$ cat config.mk
export PLATFORM = sky130hd
export DESIGN_NAME = bowl_weight_event_detector_top
export DESIGN_NICKNAME = d
export VERILOG_FILES = /design/src/bwed_pkg.sv /design/src/bwed_cfg_regs.sv /design/src/bwed_core.sv /design/src/bwed_out_queue.sv /design/src/bowl_weight_event_detector_top.sv
export SDC_FILE = /design/constraint.sdc
export NUM_CORES = 1
export LEC_CHECK = 0
export BUFFER_PORTS_ARGS = -buffer_cell sky130_fd_sc_hd__buf_2
export CAP_MARGIN = 10
export CORE_MARGIN = 2
export CORE_UTILIZATION = 40
export DETAILED_ROUTE_END_ITERATION = 10
export PLACE_DENSITY = 0.57
export SLEW_MARGIN = 30
export SYNTH_ARGS = -nofsm -noshare
export SYNTH_HDL_FRONTEND = slang
export SYNTH_SLANG_ARGS = --single-unit
$ cat constraint.sdc
create_clock -name clk -period 6.75 [get_ports clk]
set_clock_uncertainty 0.2 [all_clocks]
set_input_delay 0.675 -clock clk [delete_from_list [all_inputs] [get_ports clk]]
set_output_delay 0.675 -clock clk [all_outputs]
set_load 0.005 [all_outputs]
$ cat src/bwed_pkg.sv
// ----------------------------------------------------------------------------
// bwed_pkg: shared types and constants of the bowl weight event detector
// Word layouts, configuration register indexes, event codes and the
// internal groups of signals passed between the core, register file and queue.
// ----------------------------------------------------------------------------
package bwed_pkg;

  localparam int unsigned WEIGHT_W = 24;
  localparam int unsigned AMOUNT_W = 24;
  localparam int unsigned CODE_W   = 3;
  localparam int unsigned CFG_W    = 16;
  localparam int unsigned CFG_IDX_W = 2;

  // Arithmetic width for differences of two weights and their negation
  localparam int unsigned CALC_W = WEIGHT_W + 2;

  localparam logic [CFG_IDX_W-1:0] CFG_DRINK    = 2'd0;
  localparam logic [CFG_IDX_W-1:0] CFG_REFILL   = 2'd1;
  localparam logic [CFG_IDX_W-1:0] CFG_PRESENCE = 2'd2;
  localparam logic [CFG_IDX_W-1:0] CFG_SETTLE   = 2'd3;

  localparam logic [CFG_W-1:0] DRINK_RESET    = 16'd64;
  localparam logic [CFG_W-1:0] REFILL_RESET   = 16'd128;
  localparam logic [CFG_W-1:0] PRESENCE_RESET = 16'd80;
  localparam logic [CFG_W-1:0] SETTLE_RESET   = 16'd16;

  localparam logic [CODE_W-1:0] EV_PLACED   = 3'd0;
  localparam logic [CODE_W-1:0] EV_BASELINE = 3'd1;
  localparam logic [CODE_W-1:0] EV_DRINK    = 3'd2;
  localparam logic [CODE_W-1:0] EV_REFILL   = 3'd3;
  localparam logic [CODE_W-1:0] EV_REMOVED  = 3'd4;

  localparam int unsigned QUEUE_DEPTH = 4;
  localparam int unsigned QUEUE_PTR_W = 2;
  localparam int unsigned QUEUE_CNT_W = 3;

  typedef struct packed {
    logic signed [WEIGHT_W-1:0] weight;
    logic                       is_stable;
  } in_word_t;

  typedef struct packed {
    logic [CODE_W-1:0]   event_code;
    logic [AMOUNT_W-1:0] amount;
    logic                is_last;
  } out_word_t;

  typedef struct packed {
    logic [CFG_W-1:0] drink_threshold;
    logic [CFG_W-1:0] refill_threshold;
    logic [CFG_W-1:0] presence_threshold;
    logic [CFG_W-1:0] settle_band;
  } cfg_t;

  // Results of one sample handed to the output queue
  typedef struct packed {
    logic [1:0] count;
    out_word_t  first;
    out_word_t  second;
  } push_t;

endpackage

$ cat src/bwed_cfg_regs.sv
// ----------------------------------------------------------------------------
// bwed_cfg_regs: configuration register file
// Four 16-bit threshold registers written through a plain write port.
// ----------------------------------------------------------------------------
module bwed_cfg_regs import bwed_pkg::*; (
  input  logic                 clk,
  input  logic                 rst,
  input  logic                 cfg_we,
  input  logic [CFG_IDX_W-1:0] cfg_index,
  input  logic [CFG_W-1:0]     cfg_data,
  output cfg_t                 cfg
);

  always_ff @(posedge clk) begin
    if (rst) begin
      cfg.drink_threshold    <= DRINK_RESET;
      cfg.refill_threshold   <= REFILL_RESET;
      cfg.presence_threshold <= PRESENCE_RESET;
      cfg.settle_band        <= SETTLE_RESET;
    end else if (cfg_we) begin
      case (cfg_index)
        CFG_DRINK:    cfg.drink_threshold    <= cfg_data;
        CFG_REFILL:   cfg.refill_threshold   <= cfg_data;
        CFG_PRESENCE: cfg.presence_threshold <= cfg_data;
        CFG_SETTLE:   cfg.settle_band        <= cfg_data;
        default: ;
      endcase
    end
  end

endmodule

$ cat src/bwed_core.sv
// ----------------------------------------------------------------------------
// bwed_core: input register and event state machine
// Hold one sample, evaluate it against the bowl state in a single pass and
// push up to two result words into the output queue.
// ----------------------------------------------------------------------------
module bwed_core import bwed_pkg::*; (
  input  logic     clk,
  input  logic     rst,
  input  cfg_t     cfg,
  input  logic     in_valid,
  output logic     in_stall,
  input  in_word_t in_data,
  input  logic     queue_room,
  output push_t    push
);

  typedef enum logic [3:0] {
    PH_EMPTY  = 4'b0001,
    PH_PLACED = 4'b0010,
    PH_NORMAL = 4'b0100,
    PH_LOCKED = 4'b1000
  } phase_t;

  logic                       s1_valid;
  logic signed [WEIGHT_W-1:0] s1_weight;
  phase_t                     phase;
  phase_t                     phase_next;
  logic signed [WEIGHT_W-1:0] last_weight;
  logic signed [WEIGHT_W-1:0] last_weight_next;

  logic                     advance;
  logic                     accept;
  logic signed [CALC_W-1:0] w_ext;
  logic signed [CALC_W-1:0] diff;
  logic signed [CALC_W-1:0] neg_diff;
  logic signed [CALC_W-1:0] abs_diff;
  logic signed [CALC_W-1:0] drink_ext;
  logic signed [CALC_W-1:0] refill_ext;
  logic signed [CALC_W-1:0] pres_ext;
  logic signed [CALC_W-1:0] settle_ext;
  logic                     is_drink;
  logic                     is_refill;
  logic                     is_above;
  logic                     is_below;
  logic                     is_settled;
  logic [AMOUNT_W-1:0]      base_amount;

  assign advance  = s1_valid && queue_room;
  assign in_stall = s1_valid && !queue_room;
  assign accept   = in_valid && !in_stall;

  // Drop samples that are not stable at the door: they change nothing
  always_ff @(posedge clk) begin
    if (rst) begin
      s1_valid <= 1'b0;
    end else if (accept) begin
      s1_valid <= in_data.is_stable;
    end else if (advance) begin
      s1_valid <= 1'b0;
    end
  end

  always_ff @(posedge clk) begin
    if (accept) begin
      s1_weight <= in_data.weight;
    end
  end

  assign w_ext      = CALC_W'(s1_weight);
  assign diff       = w_ext - CALC_W'(last_weight);
  assign neg_diff   = CALC_W'(last_weight) - w_ext;
  assign abs_diff   = diff[CALC_W-1] ? neg_diff : diff;
  assign drink_ext  = CALC_W'({1'b0, cfg.drink_threshold});
  assign refill_ext = CALC_W'({1'b0, cfg.refill_threshold});
  assign pres_ext   = CALC_W'({1'b0, cfg.presence_threshold});
  assign settle_ext = CALC_W'({1'b0, cfg.settle_band});

  assign is_drink    = neg_diff >= drink_ext;
  assign is_refill   = diff >= refill_ext;
  assign is_above    = w_ext > pres_ext;
  assign is_below    = w_ext < pres_ext;
  assign is_settled  = abs_diff < settle_ext;
  assign base_amount = s1_weight[WEIGHT_W-1] ? '0 : AMOUNT_W'(s1_weight);

  always_comb begin
    phase_next       = phase;
    last_weight_next = last_weight;
    push             = '0;
    case (phase)
      PH_EMPTY: begin
        if (is_above) begin
          push.count = 2'd1;
          push.first = '{event_code: EV_PLACED, amount: '0, is_last: 1'b1};
          phase_next = PH_PLACED;
        end
      end
      PH_PLACED: begin
        push.count       = 2'd1;
        push.first       = '{event_code: EV_BASELINE, amount: base_amount, is_last: 1'b1};
        last_weight_next = s1_weight;
        phase_next       = PH_NORMAL;
      end
      PH_NORMAL: begin
        if (is_drink || is_refill) begin
          push.count       = 2'd1;
          push.first.event_code = is_drink ? EV_DRINK : EV_REFILL;
          push.first.amount     = is_drink ? AMOUNT_W'(neg_diff) : AMOUNT_W'(diff);
          push.first.is_last    = !is_below;
          last_weight_next = s1_weight;
          phase_next       = PH_LOCKED;
        end
        if (is_below) begin
          if (is_drink || is_refill) begin
            push.count  = 2'd2;
            push.second = '{event_code: EV_REMOVED, amount: '0, is_last: 1'b1};
          end else begin
            push.count = 2'd1;
            push.first = '{event_code: EV_REMOVED, amount: '0, is_last: 1'b1};
          end
          phase_next = PH_EMPTY;
        end
      end
      PH_LOCKED: begin
        if (is_settled) begin
          phase_next = PH_NORMAL;
        end
      end
      default: begin
        phase_next = PH_EMPTY;
      end
    endcase
    if (!advance) begin
      push.count = 2'd0;
    end
  end

  always_ff @(posedge clk) begin
    if (rst) begin
      phase       <= PH_EMPTY;
      last_weight <= '0;
    end else if (advance) begin
      phase       <= phase_next;
      last_weight <= last_weight_next;
    end
  end

endmodule

$ cat src/bwed_out_queue.sv
// ----------------------------------------------------------------------------
// bwed_out_queue: result word queue
// Four-entry queue taking up to two words a cycle and giving one.
// ----------------------------------------------------------------------------
module bwed_out_queue import bwed_pkg::*; (
  input  logic      clk,
  input  logic      rst,
  input  push_t     push,
  output logic      queue_room,
  output logic      out_valid,
  input  logic      out_stall,
  output out_word_t out_data
);

  out_word_t              mem [QUEUE_DEPTH];
  logic [QUEUE_PTR_W-1:0] wr_ptr;
  logic [QUEUE_PTR_W-1:0] rd_ptr;
  logic [QUEUE_CNT_W-1:0] count;
  logic                   pop;

  assign out_valid  = count != '0;
  assign out_data   = mem[rd_ptr];
  assign pop        = out_valid && !out_stall;
  // Room for a two-word sample, judged on the registered fill level
  assign queue_room = count <= QUEUE_CNT_W'(QUEUE_DEPTH - 2);

  always_ff @(posedge clk) begin
    if (push.count != 2'd0) begin
      mem[wr_ptr] <= push.first;
    end
    if (push.count == 2'd2) begin
      mem[wr_ptr + QUEUE_PTR_W'(1)] <= push.second;
    end
  end

  always_ff @(posedge clk) begin
    if (rst) begin
      wr_ptr <= '0;
      rd_ptr <= '0;
      count  <= '0;
    end else begin
      wr_ptr <= wr_ptr + QUEUE_PTR_W'(push.count);
      if (pop) begin
        rd_ptr <= rd_ptr + QUEUE_PTR_W'(1);
      end
      count <= count + QUEUE_CNT_W'(push.count) - QUEUE_CNT_W'(pop);
    end
  end

endmodule

$ cat src/bowl_weight_event_detector_top.sv
// ----------------------------------------------------------------------------
// bowl_weight_event_detector_top: bowl weight event detector
// Turns stable load-cell samples into placed, baseline, drink, refill and
// removed events.
// ----------------------------------------------------------------------------
// The block takes one input word per clock while in_stall is low. Each accepted
// word is held in an input register until the queue has room, evaluated in a
// single pass against the bowl state (empty, placed, normal, locked) and its
// results, none, one or two, are written into a four-word output queue; the
// first result thus passes the input register and the queue before it is
// offered on the output. A sample that raises both a drink or refill and a
// removal gives two output words, in that order, the second carrying is_last;
// such a sample fills two output slots, so the sustained rate is one word per
// cycle while each sample gives at most one result and the output does not
// stall. The input stalls when the input register holds a sample and the
// output queue holds more than two words.
// Samples without is_stable are swallowed and give nothing. Weights and
// thresholds are in 1/16 g; amounts saturate at zero for a negative
// baseline. Write the thresholds only while no sample is in flight.
module bowl_weight_event_detector_top import bwed_pkg::*; (
  input  logic                 clk,
  input  logic                 rst,
  // Sample input
  input  logic                 in_valid,
  output logic                 in_stall,
  input  in_word_t             in_data,
  // Event output
  output logic                 out_valid,
  input  logic                 out_stall,
  output out_word_t            out_data,
  // Configuration writes
  input  logic                 cfg_we,
  input  logic [CFG_IDX_W-1:0] cfg_index,
  input  logic [CFG_W-1:0]     cfg_data
);

  cfg_t  cfg;
  push_t push;
  logic  queue_room;

  // Threshold registers
  bwed_cfg_regs u_cfg_regs (
    .clk       (clk),
    .rst       (rst),
    .cfg_we    (cfg_we),
    .cfg_index (cfg_index),
    .cfg_data  (cfg_data),
    .cfg       (cfg)
  );

  // Input register and state machine: advance only when the queue can take
  // both words of a worst-case sample
  bwed_core u_core (
    .clk        (clk),
    .rst        (rst),
    .cfg        (cfg),
    .in_valid   (in_valid),
    .in_stall   (in_stall),
    .in_data    (in_data),
    .queue_room (queue_room),
    .push       (push)
  );

  // Result queue: parts the output handshake from the evaluation
  bwed_out_queue u_out_queue (
    .clk        (clk),
    .rst        (rst),
    .push       (push),
    .queue_room (queue_room),
    .out_valid  (out_valid),
    .out_stall  (out_stall),
    .out_data   (out_data)
  );

endmodule
**Yosys cells after proc, flatten, opt, wreduce, memory -nomap -nowiden**

Memory sizes are Yosys's and may differ from the RTL's. A register that Yosys moved wholly into a read port is not among the register bits.
Cells that the tools add are included.

- Flip-flop bits (word level): 124
- RAM bits: 112
- Bits of input ports: 48
- Word-level logic and storage cells: 85
- Memories kept: 1

- Add/sub/neg operators: 7
- $lt $le $gt $ge: 6
- Eq/ne operators: 12
- Multiplexer cells: 28
- Reduce and logical (&&, ||, !) cells: 20

Memory list:

| memory | words | bits a word | rd ports | clocked after Yosys merged registers in | wr ports | line | source |
|---|---|---|---|---|---|---|---|
| u_out_queue.mem | 4 | 28 | 1 | 1 | 2 | bwed_out_queue.sv:15 | `out_word_t mem [QUEUE_DEPTH];` |

Operators with widths:

| cell | count |
|---|---|
| one-hot mux 30 bit (3 select lines) | 1 |
| 2-to-1 mux 28 bit | 3 |
| 2-to-1 mux 29 bit | 2 |
| 2-to-1 mux 58 bit | 1 |
| greater-or-equal comparator 26 x 17 -> 1 bit | 2 |
| subtractor 24 x 24 -> 25 bit | 2 |
| 2-to-1 mux 24 bit | 2 |
| one-hot mux 24 bit (2 select lines) | 1 |
| < comparator 26 x 17 -> 1 bit | 1 |
| 2-to-1 mux 26 bit | 1 |
| greater-than comparator 24 x 17 -> 1 bit | 1 |
| < comparator 24 x 17 -> 1 bit | 1 |
| 2-to-1 mux 23 bit | 1 |
| 2-to-1 mux 4 bit | 4 |
| one-hot mux 4 bit (4 select lines) | 1 |
| 2-to-1 mux 2 bit | 4 |
| AND reduction 2 bit | 4 |
| 2-to-1 mux 1 bit | 7 |
| equality test 2 bit, second input constant | 3 |
| != test 2 x 1 -> 1 bit, second input constant | 3 |
| nonzero test 2 bit | 3 |
| adder 2 x 1 -> 2 bit, second input constant | 2 |
| equality test 4 x 1 -> 1 bit, second input constant | 1 |
| equality test 4 x 2 -> 1 bit, second input constant | 1 |
| 15 further kinds | 21 |

**Depth between registers and ports, before layout**

- Word-level depth: 11
- Gate-level depth with buffers: 33
- Mapped depth without buffers: 31

**Hierarchy**

Synthesis repeated with hierarchy kept, for this count alone.

- Cell total of the unflattened synthesis: 1653
- Area total of the unflattened synthesis: 16636.0 µm²

By module, submodules not included:

| module | times used | cells each | area an instance (µm²) | sequential area each (µm²) |
|---|---|---|---|---|
| bwed_core | 1 | 1095 | 8137.8 | 1301.2 |
| bwed_out_queue | 1 | 325 | 5944.5 | 3543.4 |
| bwed_cfg_regs | 1 | 233 | 2553.7 | 1281.2 |

**Worst setup path before layout**

No wires, ideal clock.

- Path type: register -> register
- Start: reg u_core.s1_weight[0]
- End: reg u_out_queue.count[2]
- Arrival: 5388 ps
- Data required time: 6422 ps
- Slack: 1034 ps
- Cell stages (with the launch flop): 31
- Clock period less this slack: 5716 ps
- Path through: edfxtp_1 > inv_1 > ha_1 > inv_1 > fa_1 > a21o_1 > a221oi_2 > o21ai_0 > a21oi_1 > xnor2_1 > ha_1 > nand2_1 > nor2_1 > a221oi_1 > o21ai_0 > a31o_2 > o31ai_4 > and2_1 > buf_2 > inv_1 > ha_1 > a21oi_1 > nor3_1 > a31oi_1 > nor2_1 > ha_1 > inv_1 > fa_1 > xnor2_1 > xnor2_1 > nor2_1

- Longest elaborated chain between the ends: 9
- Elaborated cells on any way between the ends: 15

Ends and longest elaborated chain:

| what | line | source |
|---|---|---|
| start: declaration | bwed_core.sv:25 | `logic signed [WEIGHT_W-1:0] s1_weight;` |
| start signal: assignment | bwed_core.sv:65 | `s1_weight <= in_data.weight;` |
| subtractor 24 x 24 -> 25 bit (on tied branches) | bwed_core.sv:71, bwed_core.sv:70 |  |
| greater-or-equal comparator 26 x 17 -> 1 bit (on tied branches) | bwed_core.sv:78, bwed_core.sv:79 |  |
| logical OR 1 bit | bwed_core.sv:104, bwed_core.sv:113 |  |
| 2-to-1 mux 29 bit or 2-to-1 mux 2 bit (tied branches) | bwed_core.sv:104, bwed_core.sv:113 |  |
| 2-to-1 mux 58 bit | bwed_core.sv:112 | `if (is_below) begin` |
| one-hot mux 30 bit (3 select lines) * | bwed_core.sv:89 | `case (phase)` |
| 2-to-1 mux 2 bit * | bwed_core.sv:132 | `if (!advance) begin` |
| adder 3 x 2 -> 3 bit * | bwed_out_queue.sv:46 | `count <= count + QUEUE_CNT_W'(push.count) - QUEUE_CNT_W'(pop);` |
| subtractor 3 x 1 -> 3 bit * | bwed_out_queue.sv:46 |  |
| end signal: assignment | bwed_out_queue.sv:46 |  |
| end: declaration | bwed_out_queue.sv:18 | `logic [QUEUE_CNT_W-1:0] count;` |

Every way passes the cells marked *; elsewhere a longest branch is shown, timed or not.
A chain may end at the register's enable or synchronous reset.

==> metrics.cfg <==
[synth]
ys_ff_latch = 238
synth_edf_count = 32
async_flop_share = 0
synth_ff_type = dfxtp_1
ys_seq_area_frac = 0.358
yosysUniqueCellTypes = 82
synth_nets = 1821
yosysWarnings = 0
synth_area_sq_um = 14200
syn-instance-count = 1653
avgSynthCellArea_sq_um = 8.60

[cts]
cts_sinks = 238
path_clk_slew_ps = 60
root_buffer = clkbuf_16
cts_tree = yes
cts_max_level = 1
cts_hold_buffers = 0
clk_path_buf_depth = 3
cts_buffers = 28
clk_latency_ps = 570

[grt]
antenna_found_initial = 1
busiest_layer = met2
grt_pass1_wl_mm = 67.0
met3_usage = 0.0315
grt-ovfl-total = 0
grt_max_degree = 102
use_met2 = 0.402
grt_use_met1 = 0.308
track_usage = 0.237
grt_pass1_vias = 11700

[floorplanning]
dieWidth_um = 193
core-area_sq_um = 35300
dieArea_sq_um = 37100
die_h_um = 193
pin_count = 78
start_util = 0.403
rows = 69

[critical_path]
cp.arrival_ps = 6450
criticalPathCategory = reg2reg
worstPathRequired_ps = 6850
critPathLaunchType = flip-flop
cp-end-kind = flip-flop
slowest_delay_ps = 430
r2r-start = u_core.s1_weight[0]
crit_fanout = 54
rr_endpoint = u_out_queue.mem[0][27]
r2r_slack_ps = 400
r2r_cells = 26
worst_path_max_delay_cell = edfxtp_1

[timing]
fin_crit_ps = 6350
fin_crit_sh = 0.940
rsz0062_at_grt = no
hold_violations = 0
slew_viol_final = 0
slew_headroom = 0.290
max_freq_mhz = 158
worst-slew-pin-transition_ps = 1060
hold_ws_ps = 81.3
finalSetupViolations = 0

[route]
dr.pass1.iters = 6
postRouteAntennaNets = 0
drc_errors = 0
route.detailed.wl_per_inst_um = 20.2
vias = 12100
drtIter0Drc = 908
viasPerCell = 5.54
drt_wl_total_mm = 44.0

[pwr]
p_leak_nw = 6.05
power_density_nw_per_um2 = 239
ir_drop_uv = 199

[worst_hold_path]
hold_path_end = u_core.s1_weight[2]
hold_path_class = in2reg
hold_depth = 1
worstHoldStart = in_data[3]

[layout]
layout_common_cells = dfxtp_1, nand2_1, inv_1, a21oi_1, nand3_1
nNetsFinal = 1868
layout_commonest_cell = dfxtp_1
antenna_cells = 0
drive_above_1_share = 0.157
syn_to_final_growth_pct = 13.5
fin_area_sq_um = 16100

[job]
maxCapViolations = 0

[run_status]
run_status = completed

[place]
place_congestion = 0.943
placed_area_sq_um = 15000
hpwlAfterDp_mm = 32.7
port_buffers = 77

worst max path at each step:
stage | startpoint | to | slack [ps] | depth (start not counted)
after floorplan | u_core.s1_weight[0] | u_out_queue.count[2] | 1030 | 30
after global placement | u_core.s1_weight[4] | u_out_queue.mem[0][27] | 50 | 24
after detailed placement | u_core.s1_weight[4] | u_out_queue.mem[2][13] | -40 | 24
after CTS | u_core.s1_weight[4] | u_out_queue.count[2] | 60 | 27
after global routing | u_core.s1_weight[0] | u_out_queue.mem[0][27] | 3 | 26
final | u_core.s1_weight[0] | u_out_queue.mem[0][27] | 400 | 26
worst max-delay path: cells and delay by family, from the launching register on:
family | cells | cell delay (ps)
DFF | 1 | 430
buffers and inverters | 4 | 580
xor gates and xnor gates | 1 | 270
AOI/OAI and AO/OA | 12 | 2800
and+or+nand+nor | 5 | 590
adders and majority gates | 4 | 1170
flip-flops by register name, indices dropped and copies added, names as in the netlist, named ones only:
| name | count |
|---|---|
| u_core.s1_weight | 24 |
| u_out_queue.wr_ptr | 2 |
| u_cfg_regs.cfg | 64 |
| u_core.phase | 4 |
| u_core.s1_valid | 1 |
| u_out_queue.count | 3 |
| u_core.last_weight | 24 |
| u_out_queue.rd_ptr | 2 |
| u_out_queue.mem | 112 |
layout make-up:
| class | count | area [sq um] |
|---|---|---|
| Fill cell | 3510 | 19200 |
| Multi-Input combinational cell | 1182 | 8230 |
| Sequential cell | 238 | 5090 |
| Clock buffer | 41 | 873 |
| Timing Repair Buffer | 115 | 716 |
| Tap cell | 461 | 577 |
| Inverter | 135 | 507 |
| Clock inverter | 11 | 153 |
synth_stat cells, types with 16 or more instances:
library cell,instances,area (sq um)
nor2_1,99,372
inv_1,135,507
xnor2_1,29,254
nand4_1,23,144
mux2_2,26,293
edfxtp_1,32,961
dfxtp_1,206,4120
clkbuf_1,66,248
nand2_1,188,706
mux2i_1,27,270
nor2b_1,16,100
o21ai_0,102,510
ha_1,117,1460
o21ai_1,56,280
nor3_1,16,80.1
a21oi_1,135,676
mux4_2,28,631
nand3_1,122,611
through the flow:
stage | std cells | worst slack [ps] | TNS, ps | total power, mW | util
after detailed placement | 2126 | -43.8 | -532 | 2.23 | 0.426
after floorplan | 1653 | 1030 | 0 | 2.03 | -
after global routing | 2183 | 2.81 | 0 | 4.03 | 0.457
final | 2183 | 403 | 0 | 3.86 | 0.457
after global placement | 2126 | 52.7 | 0 | 2.22 | 0.425
after CTS | 2178 | 60.5 | 0 | 3.90 | 0.455
routing by layer:
layer  up-vias  wire length, um
met5         -                0
met4         0             1550
met3        82             1780
met2       300            20600
met1      5781            20100
li1       5938                -
power breakdown:
group / total (mW) / switching (mW) / internal (mW)
clock: 1.65 / 0.633 / 1.02
combinational: 0.647 / 0.366 / 0.281
sequential: 1.56 / 0.0833 / 1.48
total: 3.86 / 1.08 / 2.78
cell families (layout without fill, tap and decap cells):
group / Yosys count / in the layout / share of synthesized area
simple gates: 513 / 513 / 0.166
compound gates: 419 / 419 / 0.185
flops: 238 / 238 / 0.358
buf+inv: 233 / 302 / 0.0698
fa+ha+maj: 120 / 120 / 0.107
mux: 87 / 87 / 0.0887
xor+xnor: 43 / 43 / 0.0265
timing repair:
action | in CTS | in global routing
setup endpoints to repair | 44 | 122
pin swaps | 0 | 1
buffers inserted | 0 | 5
endpoints found under the hold margin | 0 | 0
resized for setup | 3 | 10
No activity file was read; power rests on OpenSTA's default activity.
